$ cat src/design/oal_pkg.sv
// ----------------------------------------------------------------------------
// Ordered array list package
// Shared request codes, sequencer states and the result record.
// ----------------------------------------------------------------------------
`timescale 1ns / 1ps

package oal_pkg;

  localparam int KIND_W  = 3;
  localparam int POS_W   = 7;
  localparam int VALUE_W = 32;
  localparam int FOUND_W = 6;
  localparam int COUNT_W = 7;

  typedef enum logic [KIND_W-1:0] {
    KIND_APPEND      = 3'd0,
    KIND_INSERT      = 3'd1,
    KIND_REMOVE_LAST = 3'd2,
    KIND_ERASE_IDX   = 3'd3,
    KIND_ERASE_VAL   = 3'd4,
    KIND_ERASE_ALL   = 3'd5,
    KIND_FIND        = 3'd6,
    KIND_CLEAR       = 3'd7
  } kind_e;

  typedef enum logic [1:0] {
    ST_IDLE,
    ST_SCAN,
    ST_DONE
  } state_e;

  typedef struct packed {
    logic               ok;
    logic [FOUND_W-1:0] found_index;
    logic [COUNT_W-1:0] erased_count;
    logic [COUNT_W-1:0] fill_count;
    logic               is_empty;
  } result_t;

endpackage

$ cat src/design/oal_core.sv
// ----------------------------------------------------------------------------
// Ordered array list core
// Entry memory, element count and the sequencer that walks the memory for
// insert, erase, compaction and search requests.
// ----------------------------------------------------------------------------
`timescale 1ns / 1ps

module oal_core import oal_pkg::*; #(
  parameter int CAPACITY = 64,
  parameter int DATA_W   = 32
) (
  input  logic             clk_i,
  input  logic             rst_ni,
  input  logic             start_i,
  input  kind_e            kind_i,
  input  logic [POS_W-1:0] position_i,
  input  logic [DATA_W-1:0] word_i,
  output logic             idle_o,
  output logic             res_valid_o,
  input  logic             res_take_i,
  output result_t          res_o
);

  localparam int CNT_W = $clog2(CAPACITY + 1);
  localparam int IDX_W = (CAPACITY > 1) ? $clog2(CAPACITY) : 1;
  localparam int CW    = (CNT_W > POS_W) ? CNT_W : POS_W;
  localparam logic [CNT_W-1:0] CapCnt = CNT_W'(CAPACITY);

  logic [DATA_W-1:0] entry_mem [CAPACITY];

  state_e            state_q, state_d;
  kind_e             kind_q;
  logic [CNT_W-1:0]  pos_q;
  logic [DATA_W-1:0] word_q;
  logic [CNT_W-1:0]  scan_q;
  logic [CNT_W-1:0]  end_q;
  logic              s2_valid_q;
  logic [CNT_W-1:0]  s2_idx_q;
  logic [DATA_W-1:0] rd_q;
  logic [CNT_W-1:0]  w_q;
  logic [DATA_W-1:0] hold_q;
  logic              found_q;
  logic [CNT_W-1:0]  fidx_q;
  logic [CNT_W-1:0]  count_q;
  result_t           res_q;

  logic [CW-1:0]     pos_x, cnt_x;
  logic              full, empty, ins_ok, erx_ok, scan_done, match;
  logic [CNT_W-1:0]  start_pos;

  logic              mem_we, mem_re, res_load, keep, hit;
  logic [IDX_W-1:0]  mem_waddr, mem_raddr;
  logic [DATA_W-1:0] mem_wdata;
  logic              r_ok;
  logic [CNT_W-1:0]  r_found, r_erased, r_count;
  logic [CW-1:0]     r_found_x, r_erased_x, r_count_x;
  result_t           res_d;

  assign pos_x     = CW'(position_i);
  assign cnt_x     = CW'(count_q);
  assign full      = (count_q == CapCnt);
  assign empty     = (count_q == '0);
  assign ins_ok    = (pos_x <= cnt_x) && !full;
  assign erx_ok    = (pos_x < cnt_x);
  assign start_pos = (kind_i == KIND_INSERT || kind_i == KIND_ERASE_IDX)
                     ? pos_x[CNT_W-1:0] : '0;
  assign scan_done = (scan_q == end_q) && !s2_valid_q;
  assign match     = (rd_q == word_q);

  // Next state.
  always_comb begin
    state_d = state_q;
    case (state_q)
      ST_IDLE: begin
        if (start_i) begin
          case (kind_i)
            KIND_INSERT:    state_d = ins_ok ? ST_SCAN : ST_DONE;
            KIND_ERASE_IDX: state_d = erx_ok ? ST_SCAN : ST_DONE;
            KIND_ERASE_VAL,
            KIND_ERASE_ALL,
            KIND_FIND:      state_d = ST_SCAN;
            default:        state_d = ST_DONE;
          endcase
        end
      end
      ST_SCAN: begin
        if (scan_done) begin
          state_d = ST_DONE;
        end
      end
      ST_DONE: begin
        if (res_take_i) begin
          state_d = ST_IDLE;
        end
      end
      default: state_d = ST_IDLE;
    endcase
  end

  // Memory control and result formation.
  always_comb begin
    mem_we    = 1'b0;
    mem_waddr = count_q[IDX_W-1:0];
    mem_wdata = word_i;
    mem_re    = 1'b0;
    mem_raddr = scan_q[IDX_W-1:0];
    res_load  = 1'b0;
    r_ok      = 1'b0;
    r_found   = '0;
    r_erased  = '0;
    r_count   = count_q;
    keep      = 1'b0;
    hit       = 1'b0;
    case (state_q)
      ST_IDLE: begin
        if (start_i) begin
          case (kind_i)
            KIND_APPEND: begin
              res_load = 1'b1;
              if (!full) begin
                mem_we  = 1'b1;
                r_ok    = 1'b1;
                r_count = count_q + CNT_W'(1);
              end
            end
            KIND_INSERT: res_load = !ins_ok;
            KIND_REMOVE_LAST: begin
              res_load = 1'b1;
              if (!empty) begin
                r_ok    = 1'b1;
                r_count = count_q - CNT_W'(1);
              end
            end
            KIND_ERASE_IDX: res_load = !erx_ok;
            KIND_CLEAR: begin
              res_load = 1'b1;
              r_ok     = 1'b1;
              r_count  = '0;
            end
            default: ;
          endcase
        end
      end
      ST_SCAN: begin
        mem_re = (scan_q != end_q) && (scan_q < count_q);
        if (s2_valid_q) begin
          case (kind_q)
            KIND_INSERT: begin
              mem_we    = 1'b1;
              mem_waddr = s2_idx_q[IDX_W-1:0];
              mem_wdata = (s2_idx_q == pos_q) ? word_q : hold_q;
            end
            KIND_ERASE_IDX: keep = (s2_idx_q != pos_q);
            KIND_ERASE_VAL: begin
              hit  = match && !found_q;
              keep = !hit;
            end
            KIND_ERASE_ALL: keep = !match;
            KIND_FIND:      hit  = match && !found_q;
            default: ;
          endcase
          if (keep) begin
            mem_we    = 1'b1;
            mem_waddr = w_q[IDX_W-1:0];
            mem_wdata = rd_q;
          end
        end
        if (scan_done) begin
          res_load = 1'b1;
          case (kind_q)
            KIND_INSERT: begin
              r_ok    = 1'b1;
              r_count = count_q + CNT_W'(1);
            end
            KIND_ERASE_IDX: begin
              r_ok    = 1'b1;
              r_count = count_q - CNT_W'(1);
            end
            KIND_ERASE_VAL: begin
              r_ok    = found_q;
              r_found = fidx_q;
              r_count = found_q ? (count_q - CNT_W'(1)) : count_q;
            end
            KIND_ERASE_ALL: begin
              r_ok     = 1'b1;
              r_erased = count_q - w_q;
              r_count  = w_q;
            end
            KIND_FIND: begin
              r_ok    = found_q;
              r_found = fidx_q;
            end
            default: ;
          endcase
        end
      end
      default: ;
    endcase
  end

  assign r_found_x  = CW'(r_found);
  assign r_erased_x = CW'(r_erased);
  assign r_count_x  = CW'(r_count);

  always_comb begin
    res_d.ok           = r_ok;
    res_d.found_index  = r_found_x[FOUND_W-1:0];
    res_d.erased_count = r_erased_x[COUNT_W-1:0];
    res_d.fill_count   = r_count_x[COUNT_W-1:0];
    res_d.is_empty     = (r_count == '0);
  end

  // Entry memory with a registered read port.
  always_ff @(posedge clk_i) begin
    if (mem_we) begin
      entry_mem[mem_waddr] <= mem_wdata;
    end
    if (mem_re) begin
      rd_q <= entry_mem[mem_raddr];
    end
  end

  always_ff @(posedge clk_i or negedge rst_ni) begin
    if (!rst_ni) begin
      state_q    <= ST_IDLE;
      count_q    <= '0;
      s2_valid_q <= 1'b0;
      found_q    <= 1'b0;
    end else begin
      state_q <= state_d;
      if (res_load) begin
        count_q <= r_count;
      end
      if (state_q == ST_IDLE) begin
        s2_valid_q <= 1'b0;
        found_q    <= 1'b0;
      end else if (state_q == ST_SCAN) begin
        s2_valid_q <= (scan_q != end_q);
        if (hit) begin
          found_q <= 1'b1;
        end
      end
    end
  end

  always_ff @(posedge clk_i) begin
    if (state_q == ST_IDLE && start_i) begin
      kind_q <= kind_i;
      word_q <= word_i;
      pos_q  <= start_pos;
      scan_q <= start_pos;
      w_q    <= start_pos;
      fidx_q <= '0;
      end_q  <= (kind_i == KIND_INSERT) ? (count_q + CNT_W'(1)) : count_q;
    end else if (state_q == ST_SCAN) begin
      if (scan_q != end_q) begin
        scan_q <= scan_q + CNT_W'(1);
      end
      s2_idx_q <= scan_q;
      if (keep) begin
        w_q <= w_q + CNT_W'(1);
      end
      if (hit) begin
        fidx_q <= s2_idx_q;
      end
      if (s2_valid_q && kind_q == KIND_INSERT) begin
        hold_q <= rd_q;
      end
    end
    if (res_load) begin
      res_q <= res_d;
    end
  end

  assign idle_o      = (state_q == ST_IDLE);
  assign res_valid_o = (state_q == ST_DONE);
  assign res_o       = res_q;

endmodule

$ cat src/design/ordered_array_list_engine_unit.sv
// Append, remove last, clear and rejected requests form their result on acceptance, with no
// memory walk; walking requests read one entry per cycle on the entry memory port.
// Transactions are handled one at a time; the next is accepted once the result enters the
// output register, even while that result is still stalled.
// Reset: asynchronous and active low; the list comes up empty, memory contents are not cleared.
// ----------------------------------------------------------------------------
// Ordered array list engine
// Fixed-capacity ordered list of words with append, insert, remove, erase,
// find and clear requests, one result transaction per request.
// ----------------------------------------------------------------------------
`timescale 1ns / 1ps

module ordered_array_list_engine_unit import oal_pkg::*; #(
  parameter int CAPACITY = 64,
  parameter int DATA_W   = 32
) (
  input  logic               clk_i,
  input  logic               rst_ni,
  input  logic               in_valid_i,
  output logic               in_stall_o,
  input  logic [KIND_W-1:0]  kind_i,
  input  logic [POS_W-1:0]   position_i,
  input  logic [VALUE_W-1:0] value_i,
  output logic               out_valid_o,
  input  logic               out_stall_i,
  output logic               ok_o,
  output logic [FOUND_W-1:0] found_index_o,
  output logic [COUNT_W-1:0] erased_count_o,
  output logic [COUNT_W-1:0] fill_count_o,
  output logic               is_empty_o
);

  // The value word is zero-extended or truncated to the element width.
  localparam int VW = (DATA_W > VALUE_W) ? DATA_W : VALUE_W;

  logic [VW-1:0]     value_wide;
  logic [DATA_W-1:0] word;
  logic              core_idle, core_res_valid, res_take, start;
  result_t           core_res;

  logic    out_valid_q;
  result_t out_res_q;

  assign value_wide = VW'(value_i);
  assign word       = value_wide[DATA_W-1:0];

  // A request is taken only while the sequencer is idle; the output register
  // decouples the result side so one stalled result does not hold up the next request.
  assign in_stall_o = !core_idle;
  assign start      = in_valid_i && core_idle;

  oal_core #(
    .CAPACITY (CAPACITY),
    .DATA_W   (DATA_W)
  ) u_core (
    .clk_i       (clk_i),
    .rst_ni      (rst_ni),
    .start_i     (start),
    .kind_i      (kind_e'(kind_i)),
    .position_i  (position_i),
    .word_i      (word),
    .idle_o      (core_idle),
    .res_valid_o (core_res_valid),
    .res_take_i  (res_take),
    .res_o       (core_res)
  );

  // The finished result moves into the output register whenever that register
  // is empty or its current transaction completes in the same cycle.
  assign res_take = core_res_valid && (!out_valid_q || !out_stall_i);

  always_ff @(posedge clk_i or negedge rst_ni) begin
    if (!rst_ni) begin
      out_valid_q <= 1'b0;
    end else if (res_take) begin
      out_valid_q <= 1'b1;
    end else if (!out_stall_i) begin
      out_valid_q <= 1'b0;
    end
  end

  always_ff @(posedge clk_i) begin
    if (res_take) begin
      out_res_q <= core_res;
    end
  end

  assign out_valid_o    = out_valid_q;
  assign ok_o           = out_res_q.ok;
  assign found_index_o  = out_res_q.found_index;
  assign erased_count_o = out_res_q.erased_count;
  assign fill_count_o   = out_res_q.fill_count;
  assign is_empty_o     = out_res_q.is_empty;

  // The sequencer handles one request at a time, so an accepted request
  // always blocks the input in the following cycle.
  a_accept_blocks : assert property (@(posedge clk_i) disable iff (!rst_ni)
    (in_valid_i && !in_stall_o) |=> in_stall_o)
    else $error("input accepted twice in a row");

  // A reported match index only comes with a successful request.
  a_found_ok : assert property (@(posedge clk_i) disable iff (!rst_ni)
    (out_valid_o && (found_index_o != '0)) |-> ok_o)
    else $error("nonzero found index on a failed request");

  // Only erase-all reports a removal count, and it never fails.
  a_erased_ok : assert property (@(posedge clk_i) disable iff (!rst_ni)
    (out_valid_o && !ok_o) |-> (erased_count_o == '0))
    else $error("removal count on a failed request");

  // With no truncation of the count, the empty flag agrees with the count.
  a_empty_count : assert property (@(posedge clk_i) disable iff (!rst_ni)
    (out_valid_o && (CAPACITY < 128)) |-> (is_empty_o == (fill_count_o == '0)))
    else $error("empty flag disagrees with fill count");

endmodule

$ cat config.mk
export PLATFORM = sky130hd
export DESIGN_NAME = ordered_array_list_engine_unit
export DESIGN_NICKNAME = d
export VERILOG_FILES = /design/src/design/oal_pkg.sv /design/src/design/oal_core.sv /design/src/design/ordered_array_list_engine_unit.sv
export SDC_FILE = /design/constraint.sdc
export NUM_CORES = 2
export LEC_CHECK = 0
export BUFFER_PORTS_ARGS = -buffer_cell sky130_fd_sc_hd__buf_2
export CAP_MARGIN = 20
export CORE_UTILIZATION = 60
export CTS_CLUSTER_SIZE = 25
export DETAILED_ROUTE_END_ITERATION = 10
export PLACE_DENSITY = 0.73
export SETUP_SLACK_MARGIN = 0.05
export SLEW_MARGIN = 10
export SYNTH_ARGS = -nofsm -noshare
export SYNTH_HDL_FRONTEND = slang
export SYNTH_SLANG_ARGS = --single-unit
$ cat constraint.sdc
create_clock -name clk_i -period 8.85 [get_ports clk_i]
set_input_delay 2.2125 -clock clk_i [delete_from_list [all_inputs] [get_ports clk_i]]
set_output_delay 2.2125 -clock clk_i [all_outputs]
set_load 0.05 [all_outputs]
==> run_summary.xml <==
<?xml version="1.0" encoding="UTF-8"?>
<metrics>
  <group name="run_status">
    <metric name="status" unit="">finished, final reports clean</metric>
  </group>
  <group name="die">
    <metric name="ioPinCount" unit="">70</metric>
    <metric name="design.core.area" unit="sq um">144000</metric>
    <metric name="floorplan.die.width" unit="microns">384</metric>
    <metric name="die-height" unit="microns">384</metric>
    <metric name="row_count" unit="">139</metric>
    <metric name="initial_core_util" unit="">0.608</metric>
    <metric name="design.die.area" unit="sq um">148000</metric>
  </group>
  <group name="sta">
    <metric name="number_of_setup_violations_in_the_final_report" unit="">0</metric>
    <metric name="finalCritPeriodShare" unit="">0.559</metric>
    <metric name="fin_ws" unit="ps">3900</metric>
    <metric name="rsz0062_at_grt" unit="">false</metric>
    <metric name="timing.clock.skew" unit="ps">54.6</metric>
    <metric name="hold_ws" unit="ps">413</metric>
    <metric name="slew_headroom" unit="">0.220</metric>
    <metric name="fmax" unit="GHz">0.202</metric>
    <metric name="tns" unit="ps">0</metric>
    <metric name="report.final.slew_viol_count" unit="">0</metric>
    <metric name="period_minus_slack" unit="ps">4950</metric>
    <metric name="worstMarginPinSlew" unit="ps">1140</metric>
    <metric name="hold_violations" unit="">0</metric>
  </group>
  <group name="clocking">
    <metric name="cts-root-to-sink-buffers" unit="">3</metric>
    <metric name="h-tree-depth" unit="">4</metric>
    <metric name="clock_insertion_delay_at_the_later_pin_of_the_skew_report" unit="ps">860</metric>
    <metric name="clock-root-buffer" unit="">clkbuf_16</metric>
    <metric name="tritoncts" unit="">done</metric>
    <metric name="cts.sink_count" unit="">2244</metric>
    <metric name="cts_setup_buffers" unit="">0</metric>
    <metric name="hold_buffer_count_at_cts" unit="">0</metric>
    <metric name="postCtsResizedCells" unit="">0</metric>
    <metric name="numCtsBuffers" unit="">213</metric>
    <metric name="cts.clk_slew.worst_paths" unit="ps">60</metric>
  </group>
  <group name="hold_path">
    <metric name="worst_hold_start" unit="">u_core.res_o[3]</metric>
    <metric name="hold-path-endpoint" unit="">fill_count_o[2]</metric>
    <metric name="min_path_type" unit="">flop to flop</metric>
    <metric name="hold-path-cell-count" unit="">0</metric>
  </group>
  <group name="synth">
    <metric name="ys_seq_elements" unit="">2244</metric>
    <metric name="synth_area" unit="sq um">87800</metric>
    <metric name="synthesis.nets" unit="">3878</metric>
    <metric name="syn_area_per_cell" unit="sq um">23.1</metric>
    <metric name="seq_total_area_yosys" unit="">0.766</metric>
    <metric name="syn_inst" unit="">3807</metric>
    <metric name="synth_edf_count" unit="">2226</metric>
    <metric name="yosysUniqueCellTypes" unit="">76</metric>
    <metric name="dominantRegCellSynth" unit="">edfxtp_1</metric>
    <metric name="yosys_warnings" unit="">0</metric>
    <metric name="async_reset_ff_frac" unit="">0.00535</metric>
  </group>
  <group name="setup_path">
    <metric name="worstRegToRegCells" unit="">9</metric>
    <metric name="critical_path.reg2reg.endpoint" unit="">u_core.entry_mem[34][23]</metric>
    <metric name="cp_num_cells" unit="">9</metric>
    <metric name="path_class" unit="">input pin to flop</metric>
    <metric name="critPathCaptureType" unit="">flop</metric>
    <metric name="worst_setup_path_start_kind" unit="">input pin</metric>
    <metric name="critPathRequiredTime" unit="ps">9310</metric>
    <metric name="cp_cell_sequence" unit="">buf_2 -&gt; nor3_1 -&gt; o21ai_1 -&gt; nor2_1 -&gt; o21ai_0 -&gt; or3_1 -&gt; mux2_2 -&gt; nor3b_2 -&gt; buf_4</metric>
    <metric name="critical_path.top_delay_family" unit="">simple AND/OR/NAND/NOR gates</metric>
    <metric name="worst_r2r_startpoint" unit="">u_core.rd_q[24]</metric>
    <metric name="critical_path_peak_fanout" unit="">32</metric>
    <metric name="ff2ff_setup_slack" unit="ps">4120</metric>
    <metric name="timing.critical_path.buf_inv" unit="">2</metric>
    <metric name="crit_path_max_incr_delay" unit="ps">490</metric>
    <metric name="critPathArrivalTime" unit="ps">5410</metric>
    <metric name="critical_path.slowest_cell" unit="">buf_4</metric>
  </group>
  <group name="drt">
    <metric name="drt_first_iter_violations" unit="">5407</metric>
    <metric name="drt_drc_violations_left" unit="">0</metric>
    <metric name="route.detailed.wl_per_inst" unit="microns">35.1</metric>
    <metric name="routed-via-count" unit="">42171</metric>
    <metric name="drtPass1Iterations" unit="">6</metric>
    <metric name="postRouteAntennaNets" unit="">0</metric>
    <metric name="viasPerCell" unit="">6.87</metric>
    <metric name="route.final.wire_length" unit="microns">215000</metric>
  </group>
  <group name="flow_run">
    <metric name="maxCapViolCount" unit="">0</metric>
  </group>
  <group name="place">
    <metric name="placed_area" unit="sq um">91800</metric>
    <metric name="routabilityCongestion" unit="">0.915</metric>
    <metric name="detailedPlacementHpwl" unit="microns">125000</metric>
    <metric name="pre_cts_ws" unit="ps">2550</metric>
    <metric name="port_buffers" unit="">69</metric>
    <metric name="placedCellCount" unit="">5729</metric>
  </group>
  <group name="final_layout">
    <metric name="num-fill-cells" unit="">8638</metric>
    <metric name="fin_util" unit="">0.682</metric>
    <metric name="synthToLayoutAreaGrowth" unit="%">12.2</metric>
    <metric name="stdcell_area" unit="sq um">98500</metric>
    <metric name="fin_nets" unit="">4116</metric>
    <metric name="drive_above_1_share" unit="">0.321</metric>
    <metric name="layout.cells.non_filler" unit="">6138</metric>
  </group>
  <group name="pwr">
    <metric name="p_leak" unit="nW">30.5</metric>
    <metric name="pwr_density_cell" unit="nW/um^2">207</metric>
    <metric name="ir_worst_vdd" unit="mV">0.185</metric>
    <metric name="p_total" unit="mW">20.4</metric>
  </group>
  <group name="global_route">
    <metric name="grt_antenna_before_repair" unit="">18</metric>
    <metric name="globalRouteTotalUtil" unit="">0.297</metric>
    <metric name="globalRouteOverflowTotal" unit="">0</metric>
    <metric name="pin_count_of_the_biggest_net_entering_global_routing" unit="">132</metric>
    <metric name="via_count_of_the_first_global_routing_pass" unit="">41162</metric>
    <metric name="grt_pass1_wl" unit="microns">306000</metric>
  </group>
</metrics>
-- logic make-up (layout without fill, tap and decap cells) --
kind of cell,after synthesis,in the layout,synth area share
flops,2244,2244,0.766
fa+ha+maj,25,25,0.00365
other cells,0,4,0
buf+inv,228,652,0.00988
mux,725,725,0.179
compound gates,206,206,0.0151
simple gates,306,306,0.0187
xor+xnor,73,73,0.00728
-- flip-flops by register name (all words and copies together), names as in the netlist, 22 cells and up --
register / cells
u_core.hold_q: 32
u_core.entry_mem: 2048
u_core.rd_q: 32
u_core.res_o: 22
u_core.word_q: 32
-- power by group --
part	switching (mW)	total, mW	internal [mW]
Sequential	0.000564	11.6	11.6
Combinational	0.0906	0.109	0.0184
Clock	3.96	8.73	4.77
-- metal layers --
metal  track usage  vias to the layer above  part of all wire
met1         0.418                    22574              0.37
met4        0.0835                       10             0.028
met3        0.0661                      349              0.10
met2         0.475                     2433              0.50
met5             0                        -           0.00032
li1              -                    16805                 -
-- area by class of cell --
type / instances / area [sq um] / share of cell area
Antenna cell: 4 / 10.0 / 0.000102
Clock buffer: 271 / 5610 / 0.0569
Clock inverter: 130 / 1070 / 0.0109
Inverter: 21 / 78.8 / 0.000800
Multi-Input combinational cell: 1335 / 20400 / 0.207
Sequential cell: 2244 / 67300 / 0.683
Tap cell: 1903 / 2380 / 0.0242
Timing Repair Buffer: 230 / 1670 / 0.0170
-- cells in the mapped netlist (14+ instances only) --
cell type / count / area share
nor2b_1: 17 / 0.0012
nor3b_1: 18 / 0.0015
clkbuf_1: 158 / 0.0068
o21ai_0: 23 / 0.0013
xor2_1: 22 / 0.0022
mux2i_1: 14 / 0.0016
ha_1: 24 / 0.0034
nor3_1: 45 / 0.0026
o22ai_1: 37 / 0.0026
nand2_1: 51 / 0.0022
nor4_1: 22 / 0.0016
a21oi_1: 68 / 0.0039
xnor2_1: 51 / 0.0051
and2_1: 18 / 0.0013
inv_1: 18 / 0.00077
edfxtp_1: 2226 / 0.76
mux4_2: 672 / 0.17
mux2_2: 38 / 0.0049
buf_1: 45 / 0.0019
a21o_1: 14 / 0.0012
nor2_1: 70 / 0.0030
-- how the worst max path moves through the flow --
stage               from                        to
2_1_floorplan  kind_i[2]   u_core.entry_mem[41][0]
3_3_place_gp   kind_i[2]  u_core.entry_mem[31][21]
3_5_place_dp   kind_i[2]  u_core.entry_mem[31][26]
4_1_cts        kind_i[2]  u_core.entry_mem[31][15]
5_1_grt        kind_i[2]  u_core.entry_mem[55][26]
6_report       kind_i[2]  u_core.entry_mem[55][16]
-- cell usage in the layout, fill, tap and decap left out, types with 7 or more instances in the layout --
master and n:
a211oi_1 8, a21o_1 14, a21oi_1 35, a21oi_4 32, and2_1 18, buf_12 9
buf_2 70, buf_4 150, bufinv_16 9, clkbuf_1 53, clkbuf_16 214, clkinv_1 52
clkinv_2 47, clkinvlp_4 8, dfrtp_1 12, edfxtp_1 2226, ha_1 24, inv_1 17
mux2_2 38, mux2i_1 13, mux4_2 672, nand2_1 51, nand2b_1 8, nand3_1 13
nand4_1 7, nor2_1 70, nor2b_1 17, nor3_1 13, nor3_2 32, nor3b_2 17
nor4_2 18, o211ai_1 8, o21ai_0 23, o221ai_1 8, o22ai_1 35, xnor2_1 51
xor2_1 22
Power figures use the tool's default switching activity.
